## src/ttat_pkg.sv

```systemverilog
// ----------------------------------------------------------------------------
// ttat_pkg
// Shared codes, widths and control types of the time-tagged activity table.
// ----------------------------------------------------------------------------
package ttat_pkg;

    // field widths
    localparam int OP_W     = 3;
    localparam int STATUS_W = 3;
    localparam int SEC_W    = 32;
    localparam int NSEC_W   = 30;

    // parameter defaults
    localparam int DEF_TABLE_DEPTH  = 16;
    localparam int DEF_ACTION_WIDTH = 32;

    // operation codes
    localparam logic [OP_W-1:0] OP_INSERT  = 3'd0;
    localparam logic [OP_W-1:0] OP_FETCH   = 3'd1;
    localparam logic [OP_W-1:0] OP_CLEAR   = 3'd2;
    localparam logic [OP_W-1:0] OP_ENABLE  = 3'd3;
    localparam logic [OP_W-1:0] OP_DISABLE = 3'd4;

    // status codes
    localparam logic [STATUS_W-1:0] ST_OK          = 3'd0;
    localparam logic [STATUS_W-1:0] ST_FULL        = 3'd1;
    localparam logic [STATUS_W-1:0] ST_NONE_DUE    = 3'd2;
    localparam logic [STATUS_W-1:0] ST_ALREADY_EN  = 3'd3;
    localparam logic [STATUS_W-1:0] ST_ALREADY_DIS = 3'd4;

    // controller to datapath
    typedef struct packed {
        logic load;   // latch the accepted word
        logic exec;   // run a simple op, or start a scan
        logic step;   // examine one slot of the scan
    } cmd_t;

    // datapath to controller
    typedef struct packed {
        logic is_scan; // latched op is insert or fetch
        logic hit;     // slot under examination matches
        logic last;    // slot under examination is the last of the sweep
    } sts_t;

endpackage

```

## src/ttat_ctrl.sv

```systemverilog
// ----------------------------------------------------------------------------
// ttat_ctrl
// Sequencer: accepts one word, runs it through the datapath, holds the result.
// ----------------------------------------------------------------------------
module ttat_ctrl (
    input  logic          aclk,
    input  logic          aresetn,
    input  logic          s_valid,
    output logic          s_ready,
    output logic          m_valid,
    input  logic          m_ready,
    input  ttat_pkg::sts_t sts,
    output ttat_pkg::cmd_t cmd
);
    import ttat_pkg::*;

    typedef enum logic [1:0] {
        ST_IDLE,
        ST_EXEC,
        ST_SCAN,
        ST_RESP
    } state_t;

    state_t state_reg;
    logic   s_ready_reg;
    logic   m_valid_reg;

    // commands decoded from state
    always_comb begin
        cmd.load = s_valid && s_ready_reg;
        cmd.exec = (state_reg == ST_EXEC);
        cmd.step = (state_reg == ST_SCAN);
    end

    // state and handshake outputs
    always_ff @(posedge aclk) begin
        if (!aresetn) begin
            state_reg   <= ST_IDLE;
            s_ready_reg <= 1'b1;
            m_valid_reg <= 1'b0;
        end else begin
            unique case (state_reg)
                ST_IDLE: begin
                    if (s_valid && s_ready_reg) begin
                        state_reg   <= ST_EXEC;
                        s_ready_reg <= 1'b0;
                    end
                end
                ST_EXEC: begin
                    if (sts.is_scan) begin
                        state_reg <= ST_SCAN;
                    end else begin
                        state_reg   <= ST_RESP;
                        m_valid_reg <= 1'b1;
                    end
                end
                ST_SCAN: begin
                    if (sts.hit || sts.last) begin
                        state_reg   <= ST_RESP;
                        m_valid_reg <= 1'b1;
                    end
                end
                ST_RESP: begin
                    if (m_ready) begin
                        state_reg   <= ST_IDLE;
                        m_valid_reg <= 1'b0;
                        s_ready_reg <= 1'b1;
                    end
                end
                default: begin
                    state_reg <= ST_IDLE;
                end
            endcase
        end
    end

    assign s_ready = s_ready_reg;
    assign m_valid = m_valid_reg;

`ifndef SYNTHESIS
    // only one word in flight: never ready while a result waits
    a_one_in_flight: assert property (@(posedge aclk) disable iff (!aresetn)
        !(s_ready && m_valid))
        else $error("input ready while a result is pending");

    // a finished scan always presents its result next
    a_scan_result: assert property (@(posedge aclk) disable iff (!aresetn)
        (state_reg == ST_SCAN && (sts.hit || sts.last)) |=> m_valid)
        else $error("scan finished without a result");
`endif

endmodule

```

## src/ttat_dpath.sv

```systemverilog
// ----------------------------------------------------------------------------
// ttat_dpath
// Slot table, pointers, enable flag and the one-slot-a-cycle scan unit.
// ----------------------------------------------------------------------------
module ttat_dpath #(
    parameter int TABLE_DEPTH  = ttat_pkg::DEF_TABLE_DEPTH,
    parameter int ACTION_WIDTH = ttat_pkg::DEF_ACTION_WIDTH
) (
    input  logic                          aclk,
    input  logic                          aresetn,
    input  ttat_pkg::cmd_t                cmd,
    output ttat_pkg::sts_t                sts,
    input  logic [ttat_pkg::OP_W-1:0]     s_op,
    input  logic [ttat_pkg::SEC_W-1:0]    s_time_sec,
    input  logic [ttat_pkg::NSEC_W-1:0]   s_time_nsec,
    input  logic [ACTION_WIDTH-1:0]       s_action_in,
    output logic [ttat_pkg::STATUS_W-1:0] m_status,
    output logic [ACTION_WIDTH-1:0]       m_action_out,
    output logic                          m_enabled
);
    import ttat_pkg::*;

    localparam int IDX_W   = (TABLE_DEPTH > 1) ? $clog2(TABLE_DEPTH) : 1;
    localparam int ENTRY_W = SEC_W + NSEC_W + ACTION_WIDTH;
    localparam logic [IDX_W-1:0] LAST_IDX = IDX_W'(TABLE_DEPTH - 1);

    // latched word
    logic [OP_W-1:0]         op_reg;
    logic [SEC_W-1:0]        sec_reg;
    logic [NSEC_W-1:0]       nsec_reg;
    logic [ACTION_WIDTH-1:0] act_reg;

    // table state
    logic [ENTRY_W-1:0]      mem [TABLE_DEPTH];
    logic [ENTRY_W-1:0]      rdata_reg;
    logic [TABLE_DEPTH-1:0]  valid_reg;
    logic [IDX_W-1:0]        ins_ptr_reg;
    logic [IDX_W-1:0]        fet_ptr_reg;
    logic [IDX_W-1:0]        scan_ptr_reg;
    logic [IDX_W-1:0]        cnt_reg;
    logic                    en_reg;

    // result
    logic [STATUS_W-1:0]     status_reg;
    logic [ACTION_WIDTH-1:0] action_out_reg;

    logic [SEC_W-1:0]        ent_sec;
    logic [NSEC_W-1:0]       ent_nsec;
    logic [ACTION_WIDTH-1:0] ent_act;
    logic                    is_ins;
    logic                    due;
    logic                    hit;
    logic [IDX_W-1:0]        next_ptr;
    logic [IDX_W-1:0]        start_ptr;
    logic [IDX_W-1:0]        rd_addr;

    // entry fields of the slot under examination
    assign ent_sec  = rdata_reg[ENTRY_W-1 -: SEC_W];
    assign ent_nsec = rdata_reg[ACTION_WIDTH +: NSEC_W];
    assign ent_act  = rdata_reg[ACTION_WIDTH-1:0];

    // slot match: free slot for insert, due valid slot for fetch
    assign is_ins = (op_reg == OP_INSERT);
    assign due    = (ent_sec < sec_reg) || ((ent_sec == sec_reg) && (ent_nsec <= nsec_reg));
    assign hit    = is_ins ? !valid_reg[scan_ptr_reg] : (valid_reg[scan_ptr_reg] && due);

    // circular address walk
    assign next_ptr  = (scan_ptr_reg == LAST_IDX) ? '0 : scan_ptr_reg + 1'b1;
    assign start_ptr = (op_reg == OP_FETCH) ? fet_ptr_reg : ins_ptr_reg;
    assign rd_addr   = cmd.exec ? start_ptr : next_ptr;

    assign sts.is_scan = (op_reg == OP_INSERT) || (op_reg == OP_FETCH);
    assign sts.hit     = cmd.step && hit;
    assign sts.last    = cmd.step && (cnt_reg == LAST_IDX);

    // input word latch
    always_ff @(posedge aclk) begin
        if (cmd.load) begin
            op_reg   <= s_op;
            sec_reg  <= s_time_sec;
            nsec_reg <= s_time_nsec;
            act_reg  <= s_action_in;
        end
    end

    // entry memory: written on an insert hit, read one slot ahead of the check
    always_ff @(posedge aclk) begin
        if (cmd.step && hit && is_ins) begin
            mem[scan_ptr_reg] <= {sec_reg, nsec_reg, act_reg};
        end
        if (cmd.exec || cmd.step) begin
            rdata_reg <= mem[rd_addr];
        end
    end

    // pointers, valid bits, flag and result
    always_ff @(posedge aclk) begin
        if (!aresetn) begin
            valid_reg      <= '0;
            ins_ptr_reg    <= '0;
            fet_ptr_reg    <= '0;
            scan_ptr_reg   <= '0;
            cnt_reg        <= '0;
            en_reg         <= 1'b0;
            status_reg     <= ST_OK;
            action_out_reg <= '0;
        end else begin
            if (cmd.exec) begin
                scan_ptr_reg   <= start_ptr;
                cnt_reg        <= '0;
                status_reg     <= ST_OK;
                action_out_reg <= '0;
                unique case (op_reg)
                    OP_CLEAR: begin
                        valid_reg <= '0;
                        en_reg    <= 1'b0;
                    end
                    OP_ENABLE: begin
                        if (en_reg) begin
                            status_reg <= ST_ALREADY_EN;
                        end else begin
                            en_reg <= 1'b1;
                        end
                    end
                    OP_DISABLE: begin
                        if (!en_reg) begin
                            status_reg <= ST_ALREADY_DIS;
                        end else begin
                            en_reg <= 1'b0;
                        end
                    end
                    default: begin
                    end
                endcase
            end
            if (cmd.step) begin
                if (hit) begin
                    status_reg <= ST_OK;
                    if (is_ins) begin
                        valid_reg[scan_ptr_reg] <= 1'b1;
                        ins_ptr_reg             <= scan_ptr_reg;
                    end else begin
                        valid_reg[scan_ptr_reg] <= 1'b0;
                        fet_ptr_reg             <= scan_ptr_reg;
                        action_out_reg          <= ent_act;
                    end
                end else if (cnt_reg == LAST_IDX) begin
                    // full sweep, pointer stays put
                    status_reg <= is_ins ? ST_FULL : ST_NONE_DUE;
                end else begin
                    scan_ptr_reg <= next_ptr;
                    cnt_reg      <= cnt_reg + 1'b1;
                end
            end
        end
    end

    assign m_status     = status_reg;
    assign m_action_out = action_out_reg;
    assign m_enabled    = en_reg;

`ifndef SYNTHESIS
    // sweep counter never passes the last slot
    a_cnt_range: assert property (@(posedge aclk) disable iff (!aresetn)
        cnt_reg <= LAST_IDX)
        else $error("scan counter beyond table depth");

    // a fetched slot is free afterwards
    a_fetch_frees: assert property (@(posedge aclk) disable iff (!aresetn)
        (cmd.step && hit && !is_ins) |=> !valid_reg[$past(scan_ptr_reg)])
        else $error("fetched slot still valid");
`endif

endmodule

```

## src/time_tagged_activity_table_top.sv

```systemverilog
// ----------------------------------------------------------------------------
// time_tagged_activity_table_top
// Table of time-tagged actions with circular insert and due-fetch scans.
// ----------------------------------------------------------------------------
//   channel | direction | handshake          | word
//   s_      | in        | s_valid / s_ready  | s_op, s_time_sec, s_time_nsec, s_action_in
//   m_      | out       | m_valid / m_ready  | m_status, m_action_out, m_enabled
//
// Insert and fetch examine k slots for one accepted word, k being from 1 to
// TABLE_DEPTH: the entry memory's single read port delivers one slot a cycle.
// Other ops need no scan.
// Reset frees every slot at once; the block is ready in the first cycle after.
// A stalled result holds the block; no new word is taken until it is accepted.
module time_tagged_activity_table_top #(
    parameter int TABLE_DEPTH  = ttat_pkg::DEF_TABLE_DEPTH,
    parameter int ACTION_WIDTH = ttat_pkg::DEF_ACTION_WIDTH
) (
    input  logic                          aclk,
    input  logic                          aresetn,
    input  logic                          s_valid,
    output logic                          s_ready,
    input  logic [ttat_pkg::OP_W-1:0]     s_op,
    input  logic [ttat_pkg::SEC_W-1:0]    s_time_sec,
    input  logic [ttat_pkg::NSEC_W-1:0]   s_time_nsec,
    input  logic [ACTION_WIDTH-1:0]       s_action_in,
    output logic                          m_valid,
    input  logic                          m_ready,
    output logic [ttat_pkg::STATUS_W-1:0] m_status,
    output logic [ACTION_WIDTH-1:0]       m_action_out,
    output logic                          m_enabled
);
    import ttat_pkg::*;

    cmd_t cmd;
    sts_t sts;

    // sequencer
    ttat_ctrl u_ctrl (
        .aclk    (aclk),
        .aresetn (aresetn),
        .s_valid (s_valid),
        .s_ready (s_ready),
        .m_valid (m_valid),
        .m_ready (m_ready),
        .sts     (sts),
        .cmd     (cmd)
    );

    // table and scan unit
    ttat_dpath #(
        .TABLE_DEPTH  (TABLE_DEPTH),
        .ACTION_WIDTH (ACTION_WIDTH)
    ) u_dpath (
        .aclk         (aclk),
        .aresetn      (aresetn),
        .cmd          (cmd),
        .sts          (sts),
        .s_op         (s_op),
        .s_time_sec   (s_time_sec),
        .s_time_nsec  (s_time_nsec),
        .s_action_in  (s_action_in),
        .m_status     (m_status),
        .m_action_out (m_action_out),
        .m_enabled    (m_enabled)
    );

endmodule

```

## config.mk

```make
export PLATFORM = sky130hd
export DESIGN_NAME = time_tagged_activity_table_top
export DESIGN_NICKNAME = d
export VERILOG_FILES = /design/src/ttat_pkg.sv /design/src/ttat_ctrl.sv /design/src/ttat_dpath.sv /design/src/time_tagged_activity_table_top.sv
export SDC_FILE = /design/constraint.sdc
export NUM_CORES = 2
export LEC_CHECK = 0
export BUFFER_PORTS_ARGS = -buffer_cell sky130_fd_sc_hd__buf_2
export CAP_MARGIN = 0
export CORE_AREA = 2 2 525 527
export CTS_CLUSTER_SIZE = 16
export DETAILED_ROUTE_END_ITERATION = 10
export DIE_AREA = 0 0 527 529
export PLACE_DENSITY_LB_ADDON = 0.12
export SLEW_MARGIN = 40
export SYNTH_ARGS = -nofsm -noshare
export SYNTH_HDL_FRONTEND = slang
export SYNTH_SLANG_ARGS = --single-unit
```

## constraint.sdc

```tcl
create_clock -name aclk -period 18.75 [get_ports aclk]
set_clock_uncertainty 0.15 [all_clocks]
set_input_delay 1.875 -clock aclk [delete_from_list [all_inputs] [get_ports aclk]]
set_output_delay 1.875 -clock aclk [all_outputs]
set_load 0.01 [all_outputs]
```

==> flow_metrics.env <==
export IMPL_run_status="finished, final reports clean"
export IMPL_maximum_number_of_pins_on_one_net_before_global_route_repair=117
export IMPL_r2r_slack_ns=13.49
export IMPL_timing_final_crit_period_ns=5.26
export IMPL_power_density_nw_per_um2=151
export IMPL_synth_area_um2=68000
export IMPL_grt_first_pass_wirelength_mm=266
export IMPL_setup_viol=0
export IMPL_cts_hold_buffers_added=0
export IMPL_critical_path_top_cell_by_count="buf_6"
export IMPL_ctsRootBufferMaster="clkbuf_16"
export IMPL_timing_max_slew_rel_slack=0.427
export IMPL_clkSlewWorstSetupHoldPaths_ns=0.06
export IMPL_ys_dominant_reg_cell="edfxtp_1"
export IMPL_criticalPathCategory="reg2reg"
export IMPL_crit_family="buffers and inverters"
export IMPL_fillerInstances=26643
export IMPL_vias=32031
export IMPL_min_delay_path_class="reg2reg"
export IMPL_dp_cells=6900
export IMPL_num_io_pins=139
export IMPL_worst_path_max_fanout=54
export IMPL_synth_area_leader_cell="edfxtp_1"
export IMPL_dr_pass1_iters=7
export IMPL_yosys_top_cells_count="1695 x edfxtp_1, 381 x mux4_2, 150 x a21oi_1"
export IMPL_postCtsResizedCells=0
export IMPL_design_die_area_um2=279000
export IMPL_cts_setup_buffers=0
export IMPL_setup_tns_final_ns=0
export IMPL_synth_edf_count=1695
export IMPL_path_cells="inv_1 > ha_4 > buf_6 > nor2_1 > nor2_4 > buf_4 > buf_6 > buf_12 > buf_16 > mux4_2 > nor2b_1 > a211oi_1 > a21oi_1"
export IMPL_postRouteAntennaNets=0
export IMPL_clock_latency_ns=0.83
export IMPL_fin_nets=3681
export IMPL_regToRegStartpoint="u_ctrl.state_reg[1]$_SDFFE_PN0P_"
export IMPL_rr_endpoint="u_dpath.rdata_reg[32]$_DFFE_PP_"
export IMPL_critical_path_startpoint_type="flop"
export IMPL_synth_ff_latch_count=1767
export IMPL_netlist_instances=3246
export IMPL_synth_top_cell_area_share=0.748
export IMPL_final_cell_area_um2=80000
export IMPL_cts_htree_levels=4
export IMPL_worst_reg2reg_path_length_in_cells=13
export IMPL_setup_worst_path_start="u_ctrl.state_reg[1]$_SDFFE_PN0P_"
export IMPL_synth_net_count=3419
export IMPL_cts_buffers_inserted=194
export IMPL_static_leakage_power_nw=25.3
export IMPL_worst_hold_startpoint="u_dpath.ins_ptr_reg[1]$_SDFFE_PN0P_"
export IMPL_drt_initial_drc_count=2387
export IMPL_critical_path_slowest_cell="buf_6"
export IMPL_cp_slowest_stage_delay_ns=0.59
export IMPL_synth_cell_types=56
export IMPL_synth_seq_area_share=0.769
export IMPL_worstPathBufferInverterCount=6
export IMPL_critPathCapture="u_dpath.rdata_reg[32]$_DFFE_PP_"
export IMPL_drcViolationCount=0
export IMPL_layoutNonFillerInstCount=7257
export IMPL_tritoncts="built"
export IMPL_vias_per_cell=4.41
export IMPL_timing_hold_violations_final=0
export IMPL_vdd_ir_drop_worst_uv=89.8
export IMPL_yosys_warnings=0
export IMPL_worst_slew_pin_slew_ns=0.852
export IMPL_cell_area_after_placement_um2=73700
export IMPL_die_y_um=529
export IMPL_flip_flop_count_of_the_largest_register_after_layout=1504
export IMPL_estimated_wirelength_of_the_detail_placed_design_mm=95.2
export IMPL_totalWireLength_mm=188
export IMPL_routedWlPerCell_um=25.9
export IMPL_core_area_um2=273000
export IMPL_finalWeightedCongestion=0.688
export IMPL_initial_utilization=0.249
export IMPL_unrepaired_setup_endpoints_after_global_routing="false"
export IMPL_tritoncts_num_sinks=1767
export IMPL_timing_critical_path_arrival_ns=5.66
export IMPL_drive_gt1_frac=0.253
export IMPL_maximum_capacitance_violations=0
export IMPL_area_growth_syn_to_layout_pct=17.5
export IMPL_netlist_top_cells_area="edfxtp_1 75%, mux4_2 13%, dfxtp_1 2.1%, mux2i_1 2.1%, ha_1 1.3%"
export IMPL_antenna_found_initial=14
export IMPL_syn_area_per_cell_um2=21.0
export IMPL_asyncSetResetFlopFracSynth=0
export IMPL_clock_buffer_depth=3
export IMPL_worstSetupPathDepth=13
export IMPL_post_synth_top_count_cell="edfxtp_1"
export IMPL_max_clock_freq_mhz=190
export IMPL_place_port_buffers=138
export IMPL_worst_setup_path_end_kind="flop"
export IMPL_critical_path_required_ns=19.15
export IMPL_grt_remaining_overflow=0
export IMPL_rows=192
export IMPL_grt_pass1_vias=34224
export IMPL_final_max_slew_violation_count=0
export IMPL_grt_usage=0.134
export IMPL_floorplan_die_width_um=527
export IMPL_post_route_fraction_of_the_period_consumed_by_the_critical_path=0.281
-- layer usage --
layer | GRT usage | part of all wire | vias up
met5 | 0 | 0.00020 | -
met4 | 0.0356 | 0.020 | 6
met3 | 0.0201 | 0.034 | 251
met2 | 0.218 | 0.48 | 583
met1 | 0.187 | 0.47 | 17282
li1 | - | - | 13909
-- area by class of cell --
class / instances / area, um^2 / share of cell area
Tap cell: 3589 / 4490 / 0.0562
Inverter: 77 / 298 / 0.00372
Clock buffer: 252 / 5210 / 0.0651
Clock inverter: 102 / 1010 / 0.0127
Sequential cell: 1767 / 52300 / 0.654
Multi-Input combinational cell: 1240 / 14900 / 0.186
Antenna cell: 2 / 5.00 / 0.0000626
Timing Repair Buffer: 228 / 1750 / 0.0219
-- metrics by stage --
stage	utilization	power [W]	setup slack, ns	hold slack, ns
6_report	0.293	0.0121	13.49	0.302
5_1_grt	0.293	0.0128	13.02	0.320
4_1_cts	0.293	0.0124	13.30	0.305
3_5_place_dp	0.270	0.00854	13.29	0.297
3_3_place_gp	0.268	0.00852	12.75	0.290
2_1_floorplan	-	0.00750	11.80	0.282
-- kinds of logic after synthesis --
kind of cell               count (synthesis)  synth area share
and+or+nand+nor                          329            0.0253
DFF                                     1767             0.769
buffers and inverters                    239            0.0158
adders and majority gates                 72            0.0132
AOI/OAI and AO/OA                        313            0.0289
muxes                                    526             0.147
-- worst min-delay path by stage --
stage	end	slack (ns)	depth (start not counted)
after floorplan	u_dpath.valid_reg[14]$_SDFF_PN0_	0.28	2
after global placement	u_dpath.ins_ptr_reg[0]$_SDFFE_PN0P_	0.29	2
after detailed placement	u_dpath.ins_ptr_reg[2]$_SDFFE_PN0P_	0.30	2
after CTS	u_dpath.ins_ptr_reg[2]$_SDFFE_PN0P_	0.31	2
after global routing	u_dpath.ins_ptr_reg[0]$_SDFFE_PN0P_	0.32	2
final	u_dpath.ins_ptr_reg[1]$_SDFFE_PN0P_	0.30	2
-- layout by cell type, fill, tap and decap left out, types with 40 or more instances in the layout --
cell type	synthesis	layout
a211oi_1	98	97
a21oi_1	150	150
buf_2	60	138
buf_4	20	41
clkbuf_1	67	48
clkbuf_16	0	197
clkinv_2	0	40
dfxtp_1	72	72
edfxtp_1	1695	1695
ha_1	72	70
inv_1	75	74
mux2i_1	143	143
mux4_2	381	381
nand2_1	70	69
nor2_1	65	51
nor2b_1	136	136
-- power breakdown --
group | total (W) | switching, W | internal, W | leakage, nW
registers | 0.00487 | 0.000183 | 0.00468 | 15.9
logic | 0.00346 | 0.00185 | 0.00161 | 6.38
clock network | 0.00377 | 0.00158 | 0.00219 | 3.05
-- worst reg2reg max path, cell delays in order, from the launching register on --
cell	delay, ns
dfxtp_1	0.34
inv_1	0.19
ha_4	0.26
buf_6	0.52
nor2_1	0.20
nor2_4	0.13
buf_4	0.53
buf_6	0.62
buf_12	0.47
buf_16	0.43
mux4_2	0.68
nor2b_1	0.14
a211oi_1	0.26
a21oi_1	0.08
Note: power is estimated with default switching activity, not from simulation.
